--- src/sv/pgst_pkg.sv ---
// Shared constants for the pair group soft threshold block.
package pgst_pkg;
    localparam int SAMPLE_WIDTH_DEF = 16;
    localparam int THR_W            = 16;
    localparam int APB_DATA_W       = 32;
    localparam int APB_ADDR_W       = 3;
    localparam logic REG_THRESHOLD  = 1'b0;
endpackage

--- src/sv/pgst_div_step.sv ---
// One registered bit step of the pipelined restoring divider.
module pgst_div_step #(
    parameter int SAMPLE_WIDTH = pgst_pkg::SAMPLE_WIDTH_DEF
) (
    input  logic                    i_clk,
    input  logic                    i_en,
    input  logic [SAMPLE_WIDTH-1:0] i_rem,
    input  logic [SAMPLE_WIDTH-1:0] i_lo,
    input  logic [SAMPLE_WIDTH-1:0] i_div,
    output logic [SAMPLE_WIDTH-1:0] o_rem,
    output logic [SAMPLE_WIDTH-1:0] o_lo
);
    localparam int SW = SAMPLE_WIDTH;

    logic [SW:0]   w_t;
    logic          w_ge;
    logic [SW-1:0] n_rem;
    logic [SW-1:0] r_rem;
    logic [SW-1:0] r_lo;

    always_comb begin
        w_t  = {i_rem, i_lo[SW-1]};
        w_ge = (w_t >= {1'b0, i_div});
        if (w_ge) begin
            n_rem = SW'(w_t - {1'b0, i_div});
        end else begin
            n_rem = w_t[SW-1:0];
        end
    end

    always_ff @(posedge i_clk) begin
        if (i_en) begin
            r_rem <= n_rem;
            r_lo  <= {i_lo[SW-2:0], w_ge};
        end
    end

    assign o_rem = r_rem;
    assign o_lo  = r_lo;
endmodule

--- config.mk ---
export PLATFORM = sky130hd
export DESIGN_NAME = pgst_div_step
export DESIGN_NICKNAME = d
export VERILOG_FILES = /design/src/sv/pgst_pkg.sv /design/src/sv/pgst_div_step.sv
export SDC_FILE = /design/constraint.sdc
export NUM_CORES = 1
export LEC_CHECK = 0
export CAP_MARGIN = 20
export CORE_UTILIZATION = 35
export CTS_CLUSTER_DIAMETER = 50
export DETAILED_ROUTE_END_ITERATION = 12
export DONT_BUFFER_PORTS = 1
export MAX_ROUTING_LAYER = met4
export PLACE_DENSITY = 0.54
export SLEW_MARGIN = 20
export SYNTH_ARGS = -nofsm -noshare
export SYNTH_HDL_FRONTEND = slang
export SYNTH_SLANG_ARGS = --single-unit
--- constraint.sdc ---
create_clock -name i_clk -period 5 [get_ports i_clk]
set_clock_uncertainty 0.2 [all_clocks]
set_input_delay 0.5 -clock i_clk [delete_from_list [all_inputs] [get_ports i_clk]]
set_output_delay 0.5 -clock i_clk [all_outputs]
set_load 0.02 [all_outputs]
# Word-level counts from Yosys, hierarchy flattened
# Index checks and enable logic that the tools add are counted.
dict set report word_totals {
  ff_bits 32
  in_bits 50
  word_cells 5
}
dict set report op_classes {
  addsub 1
  magnitude_cmp 1
  n_mux 1
}
# operator n
set ops {}
lappend ops {{greater-or-equal comparator 17 x 16 -> 1 bit} 1}
lappend ops {{2-to-1 mux 16 bit} 1}
lappend ops {{subtractor 16 bit} 1}

# Depth between registers and ports, before layout
dict set report depth {
  ltp_word 2
  depth_mapped 10
  mapped_depth_nobuf 9
}

# Worst setup path before layout
# OpenSTA, ideal clock, no wires.
dict set report synth_path {
  kind {input-to-reg}
  startpoint {in i_div[4]}
  endpoint {reg r_rem[10] (netlist: o_rem[10]), data pin}
  setup_ps 260
  arrival_ps 2388
  setup_slack_ps 2151
  path_stages 9
  n_path_buf 1
  cell_sequence {inv_1 ha_1 a211oi_1 o211ai_1 o21ai_2 o211ai_2 a31oi_4 buf_6 mux2_4}
}
dict set report synth_between {
  elab_chain_len 2
  elab_cells_between_ends 3
}
# item line
set synth_lines {}
lappend synth_lines {{start, declared} pgst_div_step.sv:9} ;# input logic [SAMPLE_WIDTH-1:0] i_div,
lappend synth_lines {{subtractor 16 bit / greater-or-equal comparator 17 x 16 -> 1 bit (equally long branches)} {pgst_div_step.sv:25, pgst_div_step.sv:23}}
lappend synth_lines {{2-to-1 mux 16 bit *} pgst_div_step.sv:24} ;# if (w_ge) begin
lappend synth_lines {{named net n_rem[10]} pgst_div_step.sv:17} ;# logic [SW-1:0] n_rem;
lappend synth_lines {{end signal, assigned} pgst_div_step.sv:33} ;# r_rem <= n_rem;
lappend synth_lines {{end, declared} pgst_div_step.sv:18} ;# logic [SW-1:0] r_rem;
# Mark *: on every way through the listed nets, which the timed path passes. The rest lies on a longest branch.
# A chain may end at the register's enable or synchronous reset.

# Final worst setup path
dict set report layout_path {
  startpoint {in i_div[4]}
  endpoint {reg r_rem[15] (netlist: o_rem[15]), data pin}
}
# The elaborated chain is that of the path after synthesis.

==> metrics.txt <==
# TYPE chip_impl_metric gauge
chip_impl_metric{name="route.detailed.drc",unit=""} 0
chip_impl_metric{name="mappedNetlistNets",unit=""} 254
chip_impl_info{name="startpoint",value="i_div[4]"} 1
chip_impl_metric{name="ctsResizeCount",unit=""} 0
chip_impl_metric{name="std_cell_rows",unit=""} 27
chip_impl_metric{name="postLayoutCellArea",unit="sq mm"} 0.00228
chip_impl_metric{name="synth_adder_area_share",unit="%"} 10.5
chip_impl_metric{name="routed_wire_length_per_instance",unit="um"} 16.2
chip_impl_metric{name="drive_gt1_share",unit="%"} 13.6
chip_impl_metric{name="netlist_instances",unit=""} 187
chip_impl_metric{name="core-area",unit="sq mm"} 0.00564
chip_impl_info{name="clk_root_buffer_cell",value="sky130_fd_sc_hd__clkbuf_8"} 1
chip_impl_metric{name="initial_utilization",unit="%"} 37.3
chip_impl_metric{name="clock_pin_slew_on_the_worst_setup_and_hold_paths",unit="ns"} 0.06
chip_impl_metric{name="setup_total_negative_slack",unit="ns"} 0
chip_impl_metric{name="period_share",unit="%"} 59.6
chip_impl_metric{name="final_antenna_net_count",unit=""} 0
chip_impl_info{name="min-delay-start",value="i_lo[7]"} 1
chip_impl_metric{name="yosysUniqueCellTypes",unit=""} 39
chip_impl_metric{name="ctsHoldBuffers",unit=""} 0
chip_impl_metric{name="hold_viol",unit=""} 0
chip_impl_metric{name="via_count_of_the_first_global_routing_pass",unit=""} 1395
chip_impl_metric{name="dr.pass1.iters",unit=""} 4
chip_impl_metric{name="hpwlAfterDp",unit="mm"} 3.44
chip_impl_metric{name="global_route_total_overflow",unit=""} 0
chip_impl_metric{name="die_y",unit="um"} 79.6
chip_impl_info{name="hold_path.class",value="input pin to flip-flop"} 1
chip_impl_metric{name="synth_xor_area_share",unit="%"} 3.74
chip_impl_metric{name="grt_use_total",unit="%"} 14.2
chip_impl_metric{name="ys_async_sr_fraction",unit="%"} 0
chip_impl_metric{name="cts-buffers-inserted",unit=""} 5
chip_impl_metric{name="max_cap_viol_count",unit=""} 0
chip_impl_metric{name="post-route-min-period",unit="ns"} 2.98
chip_impl_metric{name="die-area",unit="sq mm"} 0.00633
chip_impl_metric{name="timing.critical_path.required",unit="ns"} 4.83
chip_impl_metric{name="synth.yosys.warnings",unit=""} 0
chip_impl_metric{name="place_area",unit="sq mm"} 0.00216
chip_impl_metric{name="port_buffers",unit=""} 0
chip_impl_metric{name="postCtsSetupBuffers",unit=""} 0
chip_impl_info{name="cts_tree",value="yes"} 1
chip_impl_metric{name="routed_via_density",unit=""} 5.40
chip_impl_metric{name="peakVddDrop",unit="mV"} 0.168
chip_impl_metric{name="clock_sinks",unit=""} 32
chip_impl_metric{name="vias",unit=""} 1421
chip_impl_metric{name="initial_antenna_violation_count",unit=""} 0
chip_impl_metric{name="achievable-frequency",unit="MHz"} 336
chip_impl_metric{name="syn-cell-area",unit="sq mm"} 0.00211
chip_impl_metric{name="synth-edff-count",unit=""} 32
chip_impl_metric{name="setup-violations-final",unit=""} 0
chip_impl_metric{name="avgSynthCellArea",unit="sq um"} 11.3
chip_impl_info{name="critical_path_class",value="input pin to flip-flop"} 1
chip_impl_info{name="start_kind",value="input pin"} 1
chip_impl_metric{name="io_pins",unit=""} 82
chip_impl_metric{name="finalWirelength",unit="mm"} 4.25
chip_impl_metric{name="flow.area_growth_from_synthesis",unit="%"} 8.08
chip_impl_info{name="unrepaired_setup_endpoints_after_global_routing",value="no"} 1
chip_impl_metric{name="postSynthRegisterBits",unit=""} 32
chip_impl_metric{name="detail_route.iter0.violations",unit=""} 46
chip_impl_info{name="post_synth_main_area_contributors",value="sky130_fd_sc_hd__edfxtp_1 (46%), sky130_fd_sc_hd__ha_1 (9.5%), sky130_fd_sc_hd__mux2_4 (4.3%)"} 1
chip_impl_info{name="yosysTopAreaCell",value="sky130_fd_sc_hd__edfxtp_1"} 1
chip_impl_info{name="most_used_standard_cells_in_the_synthesized_netlist",value="sky130_fd_sc_hd__edfxtp_1 (32), sky130_fd_sc_hd__inv_1 (22), sky130_fd_sc_hd__ha_1 (16)"} 1
chip_impl_metric{name="cp_max_fo",unit=""} 17
chip_impl_metric{name="max-clock-path-buffers",unit=""} 2
chip_impl_metric{name="leakage",unit="nW"} 0.927
chip_impl_metric{name="cts-htree-levels",unit=""} 2
chip_impl_metric{name="maxSlewViolCount",unit=""} 0
chip_impl_metric{name="slew_headroom",unit="%"} 51.7
chip_impl_metric{name="antenna-diode-count",unit=""} 0
chip_impl_metric{name="cellPowerDensity",unit="mW/mm^2"} 345
chip_impl_metric{name="post_synth_mux_area_share",unit="%"} 8.97
chip_impl_metric{name="worst-endpoint-arrival",unit="ns"} 2.81
chip_impl_metric{name="grt_start_max_net_pins",unit=""} 33
chip_impl_metric{name="grt_pass1_wl",unit="mm"} 6.71
chip_impl_metric{name="synth_compound_gate_area_share",unit="%"} 17.9
chip_impl_info{name="post-synth-top-count-cell",value="sky130_fd_sc_hd__edfxtp_1"} 1
chip_impl_metric{name="seq_area_frac_synth",unit="%"} 45.6
chip_impl_info{name="ys.flop_type",value="sky130_fd_sc_hd__edfxtp_1"} 1
chip_impl_metric{name="floorplan.die.width",unit="um"} 79.6
chip_impl_metric{name="post_synth_and_or_nand_nor_area_fraction",unit="%"} 7.84
chip_impl_info{name="outcome",value="finished clean"} 1
chip_impl_metric{name="gp_congestion",unit=""} 0.973
chip_impl_info{name="critical_path_endpoint_category",value="flip-flop"} 1
chip_impl_info{name="synth_top_family_by_area",value="compound AO/OA/AOI/OAI gates"} 1
chip_impl_metric{name="post-synth-top-area-fraction",unit="%"} 45.6
chip_impl_metric{name="worst-slew-pin-transition",unit="ns"} 0.725
chip_impl_metric{name="design.final.nets",unit=""} 257
-- registers in the layout, summed over array words and instances, names as in the netlist --
register	count
o_lo	16
o_rem	16
-- cells in the final DEF (no fill, tap or decap), types with 6 or more instances in the layout --
master / instances
sky130_fd_sc_hd__inv_1: 22
sky130_fd_sc_hd__ha_1: 16
sky130_fd_sc_hd__edfxtp_1: 32
sky130_fd_sc_hd__o21ai_0: 12
sky130_fd_sc_hd__mux2_2: 7
sky130_fd_sc_hd__mux2_4: 6
sky130_fd_sc_hd__a21o_1: 7
sky130_fd_sc_hd__nor2_1: 12
sky130_fd_sc_hd__a21oi_1: 14
sky130_fd_sc_hd__nand2_1: 8
sky130_fd_sc_hd__xnor2_1: 6
-- metrics by stage --
| step | worst slack [ns] | std cells | hold slack [ns] | util, % | total power, W |
|---|---|---|---|---|---|
| after floorplan | 2.15 | 187 | 0.399 | - | 0.000525 |
| final | 2.02 | 263 | 0.114 | 40.3 | 0.000786 |
| after CTS | 2.02 | 263 | 0.103 | 40.3 | 0.000794 |
| after global routing | 1.87 | 263 | 0.0951 | 40.3 | 0.000824 |
| after detailed placement | 1.74 | 255 | 0.399 | 38.4 | 0.000551 |
| after global placement | 1.79 | 255 | 0.399 | 38.4 | 0.000547 |
-- power by group --
part / switching [W] / internal (W)
combinational: 0.0000791 / 0.0000759
clock: 0.0000938 / 0.000147
sequential: 0.0000509 / 0.000339
total: 0.000224 / 0.000562
-- critical path: stages --
cell	delay [ns]
sky130_fd_sc_hd__inv_1	0.02
sky130_fd_sc_hd__ha_1	0.34
sky130_fd_sc_hd__a211oi_1	0.35
sky130_fd_sc_hd__o211ai_1	0.18
sky130_fd_sc_hd__o21ai_2	0.22
sky130_fd_sc_hd__o211ai_2	0.13
sky130_fd_sc_hd__a31oi_4	0.64
sky130_fd_sc_hd__mux2_2	0.41
-- final timing paths --
kind	endpoint	slack, ns	depth (start not counted)
setup / recovery	o_rem[15]$_DFFE_PP_	2.02	8
hold / removal	o_lo[8]$_DFFE_PP_	0.11	0
-- cells by family after synthesis --
| family | count (synthesis) |
|---|---|
| AOI/OAI and AO/OA | 55 |
| and+or+nand+nor | 33 |
| DFF | 32 |
| buffers and inverters | 26 |
| adders and majority gates | 17 |
| muxes | 15 |
| xor gates and xnor gates | 9 |
-- final cells by class --
class,instances,area (sq um)
clock buffer,5,68.8
clock inverter,3,42.5
fill,558,3370
inverter,22,82.6
multi-input combinational,129,1030
sequential,32,961
tap,72,90.1
-- metal layers --
metal | global-route usage (%) | up-vias | wire length (um)
met2 | 22.8 | 57 | 2060
met3 | 4.69 | 8 | 320
met5 | - | - | 0
met4 | 7.09 | 0 | 96
met1 | 15.7 | 664 | 1770
li1 | - | 692 | -
(Power assumes the default switching activity.)
