`src/sv/pgst_pkg.sv`:
```
// Shared constants for the pair group soft threshold block.
package pgst_pkg;
    localparam int SAMPLE_WIDTH_DEF = 16;
    localparam int THR_W            = 16;
    localparam int APB_DATA_W       = 32;
    localparam int APB_ADDR_W       = 3;
    localparam logic REG_THRESHOLD  = 1'b0;
endpackage

```
`src/sv/pgst_sqrt_step.sv`:
```
// One registered digit step of the pipelined floor square root.
module pgst_sqrt_step #(
    parameter int SAMPLE_WIDTH = pgst_pkg::SAMPLE_WIDTH_DEF
) (
    input  logic                      i_clk,
    input  logic                      i_en,
    input  logic [SAMPLE_WIDTH:0]     i_rem,
    input  logic [SAMPLE_WIDTH-1:0]   i_root,
    input  logic [2*SAMPLE_WIDTH-1:0] i_sq,
    output logic [SAMPLE_WIDTH:0]     o_rem,
    output logic [SAMPLE_WIDTH-1:0]   o_root,
    output logic [2*SAMPLE_WIDTH-1:0] o_sq
);
    localparam int SW = SAMPLE_WIDTH;

    logic [SW+2:0] w_cur;
    logic [SW+2:0] w_trial;
    logic [SW:0]   n_rem;
    logic [SW-1:0] n_root;
    logic [SW:0]   r_rem;
    logic [SW-1:0] r_root;
    logic [2*SW-1:0] r_sq;

    always_comb begin
        w_cur   = {i_rem, i_sq[2*SW-1 -: 2]};
        w_trial = {1'b0, i_root, 2'b01};
        if (w_cur >= w_trial) begin
            n_rem  = (SW+1)'(w_cur - w_trial);
            n_root = {i_root[SW-2:0], 1'b1};
        end else begin
            n_rem  = w_cur[SW:0];
            n_root = {i_root[SW-2:0], 1'b0};
        end
    end

    always_ff @(posedge i_clk) begin
        if (i_en) begin
            r_rem  <= n_rem;
            r_root <= n_root;
            r_sq   <= {i_sq[2*SW-3:0], 2'b00};
        end
    end

    assign o_rem  = r_rem;
    assign o_root = r_root;
    assign o_sq   = r_sq;
endmodule

```
`config.mk`:
```
export PLATFORM = sky130hd
export DESIGN_NAME = pgst_sqrt_step
export DESIGN_NICKNAME = d
export VERILOG_FILES = /design/src/sv/pgst_pkg.sv /design/src/sv/pgst_sqrt_step.sv
export SDC_FILE = /design/constraint.sdc
export NUM_CORES = 1
export LEC_CHECK = 0
export ABC_AREA = 1
export BUFFER_PORTS_ARGS = -buffer_cell sky130_fd_sc_hd__buf_4
export CAP_MARGIN = 0
export CORE_UTILIZATION = 49
export CTS_BUF_LIST = sky130_fd_sc_hd__clkbuf_4 sky130_fd_sc_hd__clkbuf_8 sky130_fd_sc_hd__clkbuf_16
export DETAILED_ROUTE_END_ITERATION = 12
export HOLD_SLACK_MARGIN = 0.12
export MAX_ROUTING_LAYER = met4
export PLACE_DENSITY = 0.82
export SLEW_MARGIN = 15
export SYNTH_ARGS = -nofsm -noshare
export SYNTH_HDL_FRONTEND = slang
export SYNTH_SLANG_ARGS = --single-unit
```
`constraint.sdc`:
```
create_clock -name i_clk -period 2.1 [get_ports i_clk]
set_clock_uncertainty 0.05 [all_clocks]
set_input_delay 0.21 -clock i_clk [delete_from_list [all_inputs] [get_ports i_clk]]
set_output_delay 0.21 -clock i_clk [all_outputs]
set_load 0.01 [all_outputs]
```
; Word level (Yosys, flattened, before mapping)
; Index checks and enable logic that the tools add are counted.
[word_totals]
regBits = 63
[op_classes]
addsub = 1
n_lt_le_gt_ge = 1
muxes = 2
[op_table]
columns = op, n
row1 = >= comparator 19 x 18 -> 1 bit, 1
row2 = 2-to-1 mux 17 bit, 1
row3 = subtractor 17 bit, 1
row4 = 2-to-1 mux 1 bit, 1

; Logic depth before layout (Yosys ltp)
; Gate-level depths: netlist of run 1.
[logic_depth]
word_depth = 2
mapped_depth = 13
mapped_depth_nobuf = 13

; Least setup slack after synthesis of run 1
; No wires, ideal clock.
[synth_timing]
path_type = input to register
startpoint = in i_root[8]
endpoint = reg r_rem[4] (netlist: o_rem[4]) (data pin)
setup_time_ns = 0.252
arrival_ns = 1.440
required_ns = 1.798
setup_slack_ns = 0.359
stages = 13
n_path_buf = 1
path_cell_list = inv_1 ha_1 nand2_2 inv_2 nand2_1 nand2_1 inv_2 nand3_4 nand2_8 nand2_8 buf_12 nand2_2 nand2_2
[synth_via]
elab_chain_len = 2
[synth_rtl]
columns = element, line
row1 = "start, declared", pgst_sqrt_step.sv:8  ; input logic [SAMPLE_WIDTH-1:0] i_root,
row2 = >= comparator 19 x 18 -> 1 bit, pgst_sqrt_step.sv:27  ; if (w_cur >= w_trial) begin
row3 = 2-to-1 mux 17 bit, pgst_sqrt_step.sv:27
row4 = via n_rem[4], pgst_sqrt_step.sv:18  ; logic [SW:0] n_rem;
row5 = "end signal, assigned", pgst_sqrt_step.sv:38  ; r_rem <= n_rem;
row6 = "end, declared", pgst_sqrt_step.sv:20  ; logic [SW:0] r_rem;
; The timed path passes the listed nets, and every way through them passes these cells.
; A chain may end at the register's enable or synchronous reset.

; Worst setup path in the final report of run 1
[layout_timing]
startpoint = in i_rem[4]
endpoint = reg r_rem[7] (netlist: o_rem[7]) (data pin)
[layout_via]
elab_chain_len = 2
word_cells_on_any_way = 3
[layout_rtl]
columns = element, line
row1 = "start, declared", pgst_sqrt_step.sv:7  ; input logic [SAMPLE_WIDTH:0] i_rem,
row2 = subtractor 17 bit / >= comparator 19 x 18 -> 1 bit (equally long branches), "pgst_sqrt_step.sv:28, pgst_sqrt_step.sv:27"
row3 = 2-to-1 mux 17 bit (*), pgst_sqrt_step.sv:27
row4 = via n_rem[7], pgst_sqrt_step.sv:18
; The timed path passes the listed nets; every way through them passes the cells marked *.

==> metrics, run 1 <==
Yosys reg bits=between 60 and 70; Die ar.=0.00739 sq mm; initial core utilization=approximately half; area leader, netlist=edfxtp_1; Max Freq=just under 600 MHz; Seq/Total Area, Yosys=a little over half; DIE WIDTH=86.0 microns; row count=30; drt total wl=approximately 11000 microns; syn_area_per_cell=between 9 and 10 sq um; most area-consuming cells after synthesis=edfxtp_1 (55%), nand2_1 (13%), inv_1 (6.7%); Ports=between 100 and 150; vias in the first global route=3350; dpl cell area=approximately 0.0045 sq mm; clock tree buffer depth=2; Design Area, Final=0.00518 sq mm; Max Cap Viol=0; leakage=2.59 nW; Setup violations, final=0; Crit. End Element=flop; largest net degree at the start of global routing=37; HPWL Detailed=between 6000 and 7000 microns; Num CTS Buffers=9; hold crit path type=primary input to flop; mapped cell area=0.00345 sq mm; outcome=finished clean; Worst-path clk slew=0.07 ns; Storage cell area=0.00189 sq mm; die height=86.0 microns; Final Cycle Share=between 80% and 90%; Worst Path Arrival=approximately 1.8 ns; initial antenna violation count=0; power per cell area=690 mW/mm^2; first-pass GRT wire length=about 17000 microns; post-route ant nets=0; Vias=3227; GRT Total Usage=30.9%; Critical Path RT=2.14 ns; Remaining DRCs=0; fraction of layout cells with a size suffix above 1=33.5%; Core Area=0.00679 sq mm; top-area cell type share of the netlist area=54.8%; worst hold slack=0.126 ns; CTS H-tree depth=3; clk root buf=clkbuf_8; Slew Limit Fails=0; I/O Buffers=129; Syn-to-layout area delta=50.0%; Syn. warnings=0; CTS Sinks=63; RD Place Congestion=0.876; CP startpoint=i_rem[4]; IR drop worst, VDD=roughly 0.32 mV; Mapped Cells=360; Diodes inserted=0; crit path to=o_rem[7]$_DFFE_PP_; drt via density=between 4 and 5; footprint of the multi-input gates=0.00127 sq mm; post-synthesis cell type count=25; final hold violation count=0; CP Max Fanout=18; Setup Fix Bufs, Post-CTS=0; CTS tree=built; CP startpoint kind=primary input; Final TNS setup=0 ns; DR pass1 iterations=5; RSZ-0062 raised after global routing=no; fin crit period=1.72 ns; Setup Crit Path Kind=primary input to flop; fillers=429; nets=630; Avg WL per Cell=around 17 microns; GR Overflow Total=0; DR iter-0 viols=around 270
[per-stage QoR]
step | utilization [%] | setup slack [ns] | power [W] | std cells
floorplan | - | 0.359 | 0.00203 | 361
global placement | 66.8 | 0.133 | 0.00239 | 585
detailed placement | 66.8 | 0.0898 | 0.00241 | 585
CTS | 76.3 | 0.448 | 0.00351 | 646
global route | 76.3 | 0.274 | 0.00372 | 646
finish | 76.3 | 0.382 | 0.00358 | 646
[how the worst min path moves through the flow]
| stage | cells after the start | slack, ns | from | to |
|---|---|---|---|---|
| 2_1_floorplan | 0 | 0.26 | i_root[9] | o_root[10]$_DFFE_PP_ |
| 3_3_place_gp | 1 | 0.34 | i_sq[12] | o_sq[14]$_DFFE_PP_ |
| 3_5_place_dp | 1 | 0.34 | i_sq[12] | o_sq[14]$_DFFE_PP_ |
| 4_1_cts | 3 | 0.12 | i_rem[12] | o_rem[14]$_DFFE_PP_ |
| 5_1_grt | 3 | 0.13 | i_rem[14] | o_rem[16]$_DFFE_PP_ |
| 6_report | 3 | 0.13 | i_rem[12] | o_rem[14]$_DFFE_PP_ |
[cell type report]
class | count | area share (%)
inverter | 66 | 4.78
clock inverter | 6 | 1.18
clock buffer | 10 | 2.54
timing repair buffer | 178 | 28.2
multi-input combinational | 227 | 24.5
sequential | 63 | 36.5
tap | 96 | 2.32
[synthesized netlist by cell type (all sizes together)]
cell,number
nand3b,1
conb,1
nor2,12
edfxtp,63
xor2,5
nand3,32
ha,18
a21oi,12
nand2,135
xnor2,2
o21bai,1
nor3,3
inv,66
buf,5
nand4,3
or2,1
[layout by cell type, fill, tap and decap left out, drive strengths merged]
cell type,n
nand2,135
buf,133
inv,66
edfxtp,63
dlygate4sd3,45
nand3,32
ha,18
a21oi,12
nor2,12
clkbuf,10
xor2,5
clkinv,4
nor3,3
nand4,3
xnor2,2
conb,2
nand3b,1
o21bai,1
or2,1
clkinvlp,1
bufinv,1
[logic make-up after synthesis]
family,Yosys count,share of synthesized area [%]
AND/OR/NAND/NOR,187,25.8
buffers and inverters,71,8.62
flip-flops,63,54.8
adder cells (fa/ha/maj),18,6.52
AO/OA/AOI/OAI,13,2.39
XOR/XNOR,7,1.78
other,1,0.109
[report_power, final]
group	internal (W)	total [W]	switching (W)	leakage [nW]
sequential	0.00153	0.00158	0.0000444	0.616
clock	0.000557	0.00107	0.000511	0.0994
combinational	0.000435	0.000933	0.000498	1.87
total	0.00252	0.00358	0.00105	2.59
[worst max-delay path, cell delays in order]
cell and delay (ns):
buf_4 0.12, ha_1 0.37, nand2_1 0.13, nand2_1 0.10
inv_1 0.06, nand2_1 0.05, nand2_1 0.11, nand3_4 0.11
nand2_8 0.16, nand2_8 0.16, nand2_2 0.10, nand2_1 0.07
[state kept, by name, summed over array words and instances (netlist names)]
| register | count |
|---|---|
| o_rem | 17 |
| o_root | 16 |
| o_sq | 30 |
[layer usage]
metal | up-vias | GRT usage [%] | part of all wire, %
met1 | 1480 | 33.6 | 38
li1 | 1525 | - | -
met4 | 0 | 14.1 | 3.0
met3 | 31 | 7.12 | 8.5
met2 | 191 | 53.8 | 50
met5 | - | - | 0
[timing repair]
action,CTS,global route
endpoints found under the hold margin,45,0
resized for setup,0,0
hold buffers,45,0
(Power assumes the default switching activity.)
==> inputs of run 2 (changes only) <==
--- a/config.mk
+++ b/config.mk
@@ -5,15 +5,15 @@
 export SDC_FILE = /design/constraint.sdc
 export NUM_CORES = 1
 export LEC_CHECK = 0
-export ABC_AREA = 1
+export ABC_AREA = 0
 export BUFFER_PORTS_ARGS = -buffer_cell sky130_fd_sc_hd__buf_4
 export CAP_MARGIN = 0
-export CORE_UTILIZATION = 49
+export CORE_UTILIZATION = 47
 export CTS_BUF_LIST = sky130_fd_sc_hd__clkbuf_4 sky130_fd_sc_hd__clkbuf_8 sky130_fd_sc_hd__clkbuf_16
 export DETAILED_ROUTE_END_ITERATION = 12
 export HOLD_SLACK_MARGIN = 0.12
 export MAX_ROUTING_LAYER = met4
-export PLACE_DENSITY = 0.82
+export PLACE_DENSITY = 0.81
 export SLEW_MARGIN = 15
 export SYNTH_ARGS = -nofsm -noshare
 export SYNTH_HDL_FRONTEND = slang
==> constraint.sdc (replaced) <==
create_clock -name i_clk -period 1.64 [get_ports i_clk]
set_clock_uncertainty 0.05 [all_clocks]
set_input_delay 0.164 -clock i_clk [delete_from_list [all_inputs] [get_ports i_clk]]
set_output_delay 0.164 -clock i_clk [all_outputs]
set_load 0.01 [all_outputs]
==> run 2 against run 1 <==
Net effect: the flow now finishes with violations (negative setup slack); via count grew 7.5%; critical path type unchanged; die area decreased by 8.0%; clock power increased by 36%; synthesized cell count down 41%; global-route usage grew 14 points; hold slack better by 0.013 ns; sequential share of layout area fell by 3.7 points; core utilization up 18 points.
==> metrics, run 2 <==
outcome=finished with violations (was finished clean); violated checks=negative setup slack; most frequent cell after synthesis=edfxtp_1 (was nand2_1); Setup violations, final=18 (was 0); Worst Path Arrival=2.22 ns (was 1.76 ns); nets=555 (was 630); Max Freq=459 MHz; most common cell after layout, fill and taps aside=buf_4 (unchanged); CTS Sinks=63 (unchanged); Core Area=0.00610 sq mm (was 0.00679 sq mm); Post-synth ARST share=0% (unchanged); most instantiated cells after synthesis=edfxtp_1 (63), inv_1 (21), ha_1 (18) (was nand2_1 (116), edfxtp_1 (63), inv_1 (62)); Top FF cell, synth=edfxtp_1 (unchanged); most used cell, CP=buf_12 (was nand2_1); Setup Crit Path Kind=primary input to flop (unchanged); Die ar.=0.00679 sq mm (was 0.00739 sq mm); initial core utilization=49.9% (was 50.8%); leakage=2.54 nW (was 2.59 nW); CTS H-tree depth=3 (unchanged); area leader, netlist=edfxtp_1 (unchanged); Seq/Total Area, Yosys=62.2% (was 54.8%); first-pass GRT wire length=20200 microns (was 16700 microns); post-synthesis cell type count=41 (was 25); Num CTS Buffers=9 (unchanged); Slew Limit Fails=0 (unchanged); PnR worst setup slack=-0.538 ns (was 0.382 ns); Max Cap Viol=0 (unchanged); die height=82.4 microns (was 86.0 microns); Final Cycle Share=133%; final hold violation count=0 (unchanged); RSZ-0062 raised after global routing=yes (was no); initial antenna violation count=0 (unchanged); vias in the first global route=3304 (was 3350); DR pass1 iterations=5 (unchanged); max reg flops=30 (unchanged); clock tree buffer depth=2 (unchanged); DR iter-0 viols=407 (was 266); post-route ant nets=0 (unchanged); GR Overflow Total=0 (unchanged); drt total wl=16400 microns (was 10700 microns); GRT Total Usage=44.9% (was 30.9%); Worst Path Buf+Inv=3 (was 2); max incr delay on CP=0.33 ns (was 0.37 ns); power per cell area=910 mW/mm^2 (was 690 mW/mm^2); placed cells=455 (was 585); Post-synth EDFFs=63 (unchanged); Crit path max-delay family=compound AO/OA/AOI/OAI gates (was simple AND/OR/NAND/NOR gates); DIE WIDTH=82.4 microns (was 86.0 microns); syn_area_per_cell=14.2 sq um (was 9.59 sq um); fraction of layout cells with a size suffix above 1=57.5% (was 33.5%); Mapped Cells=214 (was 360); Finished Layout Cells=550 (was 646); fin crit period=roughly 2.2 ns; IR drop worst, VDD=0.875 mV (was 0.322 mV); largest net degree at the start of global routing=29 (was 37); row count=28 (was 30); Ports=132 (unchanged); leading cell types in the layout, fill and taps excluded=buf_4 (177), edfxtp_1 (63), dlygate4sd3_1 (55) (was buf_4 (132), nand2_1 (116), edfxtp_1 (63)); clk root buf=clkbuf_8 (unchanged); hold crit path type=primary input to flop (unchanged); worst path cell trace=buf_4 -> ha_4 -> o211ai_1 -> o211a_1 -> nor2_2 -> a21o_1 -> a21boi_4 -> buf_12 -> buf_12 -> mux2_4 (was buf_4 -> ha_1 -> nand2_1 -> nand2_1 -> inv_1 -> nand2_1 -> nand2_1 -> nand3_4 -> nand2_8 -> nand2_8 -> nand2_2 -> nand2_1); Yosys reg bits=63 (unchanged); HPWL Detailed=6220 microns (was 6030 microns); Syn. warnings=0 (unchanged); Syn-to-layout area delta=89.6% (was 50.0%); Critical Path RT=1.68 ns (was 2.14 ns); Worst-path clk slew=0.08 ns (was 0.07 ns); Crit. End Element=flop (unchanged); CP startpoint kind=primary input (unchanged); most area-consuming cells after synthesis=edfxtp_1 (62%), ha_1 (7.4%), mux2_2 (3.3%) (was edfxtp_1 (55%), nand2_1 (13%), inv_1 (6.7%)); CP Max Fanout=8 (was 18); CTS tree=built (unchanged); RD Place Congestion=0.842 (was 0.876); Power, Total=0.00524 W (was 0.00358 W); top-area cell type share of the netlist area=62.2% (was 54.8%); mapped cell area=0.00304 sq mm (was 0.00345 sq mm); slowest stage cell on the critical path=mux2_4 (was ha_1); Vias=3470 (was 3227); drt via density=6.31 (was 5.00); I/O Buffers=129 (unchanged); Remaining DRCs=0 (unchanged); Diodes inserted=0 (unchanged); Avg WL per Cell=29.8 microns (was 16.5 microns)
[run 2: changes by cell type after synthesis, moves of 6 or more]
cell     change
xnor2_1      +6
nand3_1     -29
inv_1       -41
mux2_4       +6
mux2_2       +9
nand2_2     -17
nand2_1    -110
o21ai_0      +7
[run 2: final cells by class]
| class | instances | area [sq um] |
|---|---|---|
| fill | 154 | 332 |
| multi-input combinational | 128 | 1380 |
| clock buffer | 10 | 131 |
| sequential | 63 | 1890 |
| tap | 75 | 93.8 |
| timing repair buffer | 247 | 2100 |
| clock inverter | 6 | 61.3 |
| inverter | 21 | 106 |
[run 2: final timing paths]
check | from | endpoint | slack, ns | cells past startpoint
setup / recovery | i_rem[0] | o_rem[13]$_DFFE_PP_ | -0.54 | 10
hold / removal | i_rem[3] | o_rem[5]$_DFFE_PP_ | 0.14 | 2
[run 2: routing by layer]
layer,global-route usage [%],share of wire [%]
met1,52.4,33
met2,68.3,44
met3,13.2,14
met4,27.4,8.0
met5,-,0
[run 2: kinds of logic after synthesis]
family                     share of synthesized area (%)
DFF                                                 62.2
AOI/OAI and AO/OA                                   10.4
and+or+nand+nor                                     5.10
buffers and inverters                               3.74
adders and majority gates                           7.41
muxes                                               6.95
xor gates and xnor gates                            4.03
other                                              0.123
[run 2: repair_timing]
item | in CTS | in global routing
buffers inserted | 12 | 12
resized for setup | 29 | 39
hold buffers | 55 | 0
cloned | 1 | 0
pin swaps | 10 | 23
hold endpoints to repair | 55 | 0
endpoints found under the setup margin | 18 | 18
[run 2: report_power, final]
| group | switching, W | total (W) | leakage [nW] | internal, W |
|---|---|---|---|---|
| Clock | 0.000733 | 0.00145 | 0.0994 | 0.000715 |
| Combinational | 0.000816 | 0.00174 | 1.82 | 0.000923 |
| Sequential | 0.0000865 | 0.00206 | 0.617 | 0.00197 |
[run 2: through the flow]
stage	area, sq um	setup TNS [ns]	hold slack, ns	setup WS (ns)	util [%]
3_3_place_gp	4570	-10.74	0.292	-0.671	75.0
4_1_cts	5550	-4.82	0.121	-0.339	91.1
6_report	5760	-8.24	0.139	-0.538	94.6
2_1_floorplan	3220	-7.97	0.213	-0.555	-
5_1_grt	5760	-8.11	0.135	-0.529	94.6
3_5_place_dp	4570	-11.69	0.294	-0.745	75.0
==> inputs of run 3 (changes only) <==
==> constraint.sdc (replaced) <==
create_clock -name i_clk -period 1.64 [get_ports i_clk]
set_clock_uncertainty 0.05 [all_clocks]
set_input_delay 0.082 -clock i_clk [delete_from_list [all_inputs] [get_ports i_clk]]
set_output_delay 0.082 -clock i_clk [all_outputs]
set_load 0.01 [all_outputs]
==> run 3 against run 2 <==
Net effect: the flow now stops in global routing (5_1_grt); synthesized cell count is the same; synthesized area unchanged.
==> metrics, run 3 <==
top-area cell type share of the netlist area=62.2% (unchanged); post-synthesis cell type count=41 (unchanged); RD Place Congestion=0.852 (was 0.842); Post-synth EDFFs=63 (unchanged); most instantiated cells after synthesis=edfxtp_1 (63), inv_1 (21), ha_1 (18) (unchanged); clk root buf=clkbuf_8 (unchanged); Yosys reg bits=63 (unchanged); mapped cell area=0.00304 sq mm (unchanged); die height=82.4 microns (unchanged); largest net degree at the start of global routing=between 60 and 70; area leader, netlist=edfxtp_1 (unchanged); initial antenna violation count=2; Syn. warnings=0 (unchanged); CTS Sinks=63 (unchanged); CTS H-tree depth=3 (unchanged); syn_area_per_cell=14.2 sq um (unchanged); row count=28 (unchanged); I/O Buffers=129 (unchanged); post-GRT worst EP=o_rem[3]$_DFFE_PP_/D; Top FF cell, synth=edfxtp_1 (unchanged); Ports=132 (unchanged); Mapped Cells=214 (unchanged); HPWL Detailed=5880 microns (was 6220 microns); initial core utilization=49.9% (unchanged); Worst EP Category=register data pin; Num CTS Buffers=9 (unchanged); Seq/Total Area, Yosys=62.2% (unchanged); clock tree buffer depth=2 (unchanged); Stopped at=global routing (5_1_grt); DIE WIDTH=82.4 microns (unchanged); Log Error=[ERROR GRT-0232] Routing congestion too high. Check the congestion heatmap in the GUI.; placed cells=455 (unchanged); GR Overflow Total=76; GRT Total Usage=77.7%; outcome=did not finish (was finished with violations); most frequent cell after synthesis=edfxtp_1 (unchanged); most area-consuming cells after synthesis=edfxtp_1 (62%), ha_1 (7.4%), mux2_2 (3.3%) (unchanged); Post-synth ARST share=0% (unchanged)
[run 3: cell families after synthesis]
logic type / after synthesis / share of synthesized area, %
XOR/XNOR: 14 / 4.03
other: 1 / 0.123
adder cells (fa/ha/maj): 18 / 7.41
AO/OA/AOI/OAI: 46 / 10.4
multiplexers: 17 / 6.95
AND/OR/NAND/NOR: 31 / 5.10
buffers and inverters: 24 / 3.74
flip-flops: 63 / 62.2
[run 3: timing repair]
action | in CTS
endpoints found under the hold margin | 60
setup endpoints to repair | 17
pin swaps | 11
gates cloned | 1
setup buffers | 11
hold buffers | 59
resized for setup | 30
[run 3: layer usage]
| layer | GRT usage [%] | GRT overflow |
|---|---|---|
| met1 | 73.9 | 0 |
| met3 | 54.4 | 0 |
| met5 | - | - |
| met2 | 96.2 | 37 |
| met4 | 84.7 | 39 |
[run 3: stage by stage]
step / setup WS [ns] / instance area (sq um) / hold slack [ns] / utilization [%] / TNS (ns)
4_1_cts: -0.215 / 5570 / 0.0175 / 91.3 / -2.91
3_5_place_dp: -0.649 / 4570 / 0.212 / 75.0 / -10.24
3_3_place_gp: -0.595 / 4570 / 0.210 / 75.0 / -9.23
2_1_floorplan: -0.473 / 3220 / 0.131 / - / -6.49
==> inputs of run 4 (changes only) <==
--- a/config.mk
+++ b/config.mk
@@ -8,12 +8,9 @@
 export ABC_AREA = 0
 export BUFFER_PORTS_ARGS = -buffer_cell sky130_fd_sc_hd__buf_4
 export CAP_MARGIN = 0
-export CORE_UTILIZATION = 47
-export CTS_BUF_LIST = sky130_fd_sc_hd__clkbuf_4 sky130_fd_sc_hd__clkbuf_8 sky130_fd_sc_hd__clkbuf_16
+export CORE_UTILIZATION = 36
 export DETAILED_ROUTE_END_ITERATION = 12
-export HOLD_SLACK_MARGIN = 0.12
-export MAX_ROUTING_LAYER = met4
-export PLACE_DENSITY = 0.81
+export PLACE_DENSITY_LB_ADDON = 0.15
 export SLEW_MARGIN = 15
 export SYNTH_ARGS = -nofsm -noshare
 export SYNTH_HDL_FRONTEND = slang
==> run 4 against run 3 <==
Net effect: the flow now finishes, with violations (negative setup slack).
==> metrics, run 4 (same netlist as run 2, synthesis figures left out) <==
CTS tree=built; Power, Total=0.00471 W; fin crit period=1.86 ns; hold crit path type=primary input to flop; clock tree buffer depth=2 (unchanged); Vias=2627; RD Place Congestion=0.887 (was 0.852); initial antenna violation count=0; GR Overflow Total=0; CTS H-tree depth=3 (unchanged); power per cell area=~850 mW/mm^2; RSZ-0062 raised after global routing=yes; DR iter-0 viols=69; worst hold slack=0.0178 ns; die height=93.9 microns (was 82.4 microns); leakage=~2.4 nW; worst path cell trace=buf_4 -> ha_4 -> a211oi_4 -> nor2_2 -> or3_4 -> a311o_1 -> xor2_1 -> mux2_2; violated checks=negative setup slack; HPWL Detailed=5560 microns (was 5880 microns); drt total wl=between 7000 and 8000 microns; Hold Path Depth=2; Remaining DRCs=0; CTS Sinks=63 (unchanged); initial core utilization=37.2% (was 49.9%); Slew Limit Fails=0; placed cells=496 (was 455); largest net degree at the start of global routing=39; Avg WL per Cell=around 14 microns; Num CTS Buffers=9 (unchanged); drt via density=4.63; Core Area=0.00818 sq mm; Hold EP=o_rem[16]$_DFFE_PP_; slowest stage cell on the critical path=a311o_1; final hold violation count=0; Critical Path RT=1.68 ns; fraction of layout cells with a size suffix above 1=55.2%; Crit. End Element=flop; Finished Layout Cells=567; clk root buf=clkbuf_8 (unchanged); Worst Path Arrival=1.90 ns; first-pass GRT wire length=12200 microns; IR drop worst, VDD=about 0.40 mV; PnR worst setup slack=-0.217 ns; Die ar.=around 0.009 sq mm; leading cell types in the layout, fill and taps excluded=buf_4 (177), edfxtp_1 (63), dlygate4sd3_1 (48); vias in the first global route=approximately 2600; Setup Crit Path Kind=primary input to flop; outcome=finished with violations (was did not finish); Syn-to-layout area delta=81.4%; most common cell after layout, fill and taps aside=buf_4; Max Freq=538 MHz; Hold Startpoint=i_rem[14]; post-route ant nets=0; DR pass1 iterations=6; max incr delay on CP=0.38 ns; CP Max Fanout=4; Diodes inserted=0; nets=between 500 and 600; CP startpoint kind=primary input; DIE WIDTH=93.9 microns (was 82.4 microns); GRT Total Usage=a little under a fifth; Max Cap Viol=0; Worst-path clk slew=0.07 ns; max reg flops=30; Final Cycle Share=113%; I/O Buffers=129 (unchanged); Ports=132 (unchanged); row count=33 (was 28); Setup violations, final=17; Post-Place Worst Slack=-0.648 ns (was -0.649 ns); fin util=about 67%
run 4: report_power, final:
part | internal (W) | total, W | switching (W)
clock network | 0.000697 | 0.00133 | 0.000629
logic | 0.000825 | 0.00137 | 0.000542
registers | 0.00197 | 0.00201 | 0.0000457
run 4: stage by stage:
step                TNS [ns]  area (sq um)
CTS                    -2.78          5480
detailed placement    -10.09          4670
finish                 -2.91          5520
global placement       -9.44          4670
global route           -3.98          5520
floorplan              -6.49          3220
run 4: timing repair:
action	in CTS	in global routing
pin swaps	11	9
buffers inserted	7	1
hold buffers	48	0
setup endpoints to repair	17	17
endpoints found under the hold margin	48	0
cloned	0	0
resized for setup	26	12
run 4: metal layers:
layer	wire, microns	global-route usage [%]	up-vias	part of all wire (%)
li1	-	-	1283	-
met1	3450	22.6	1228	43
met2	3830	31.3	109	48
met3	618	4.94	7	7.7
met4	86	5.77	0	1.1
met5	0	0	-	0
run 4: cell type report:
type                    count  area [sq um]
clock buffers              10           128
clock inverters             6          61.3
fillers                   622          2660
inverters                  21          93.8
multi-input cells         128          1280
flip-flops and latches     63          1890
well taps                 105           131
repair buffers            234          1930
run 4: worst max-delay path by stage:
stage                           to  slack, ns  cells past startpoint  startpoint
3_5_place_dp    o_rem[4]$_DFFE_PP_      -0.65                     10  i_root[11]
4_1_cts         o_rem[4]$_DFFE_PP_      -0.19                      9    i_rem[8]
3_3_place_gp    o_rem[6]$_DFFE_PP_      -0.60                     10  i_root[11]
2_1_floorplan  o_rem[10]$_DFFE_PP_      -0.47                      9  i_root[11]
6_report       o_rem[16]$_DFFE_PP_      -0.22                      8    i_rem[3]
5_1_grt        o_rem[16]$_DFFE_PP_      -0.27                      9   i_root[3]
run 4: worst max-delay path, delay by kind of cell:
kind	cells	cell delay [ns]
AOI/OAI and AO/OA	2	0.58
and+or+nand+nor	2	0.44
muxes	1	0.26
adders and majority gates	1	0.25
buffers and inverters	1	0.13
xor gates and xnor gates	1	0.15
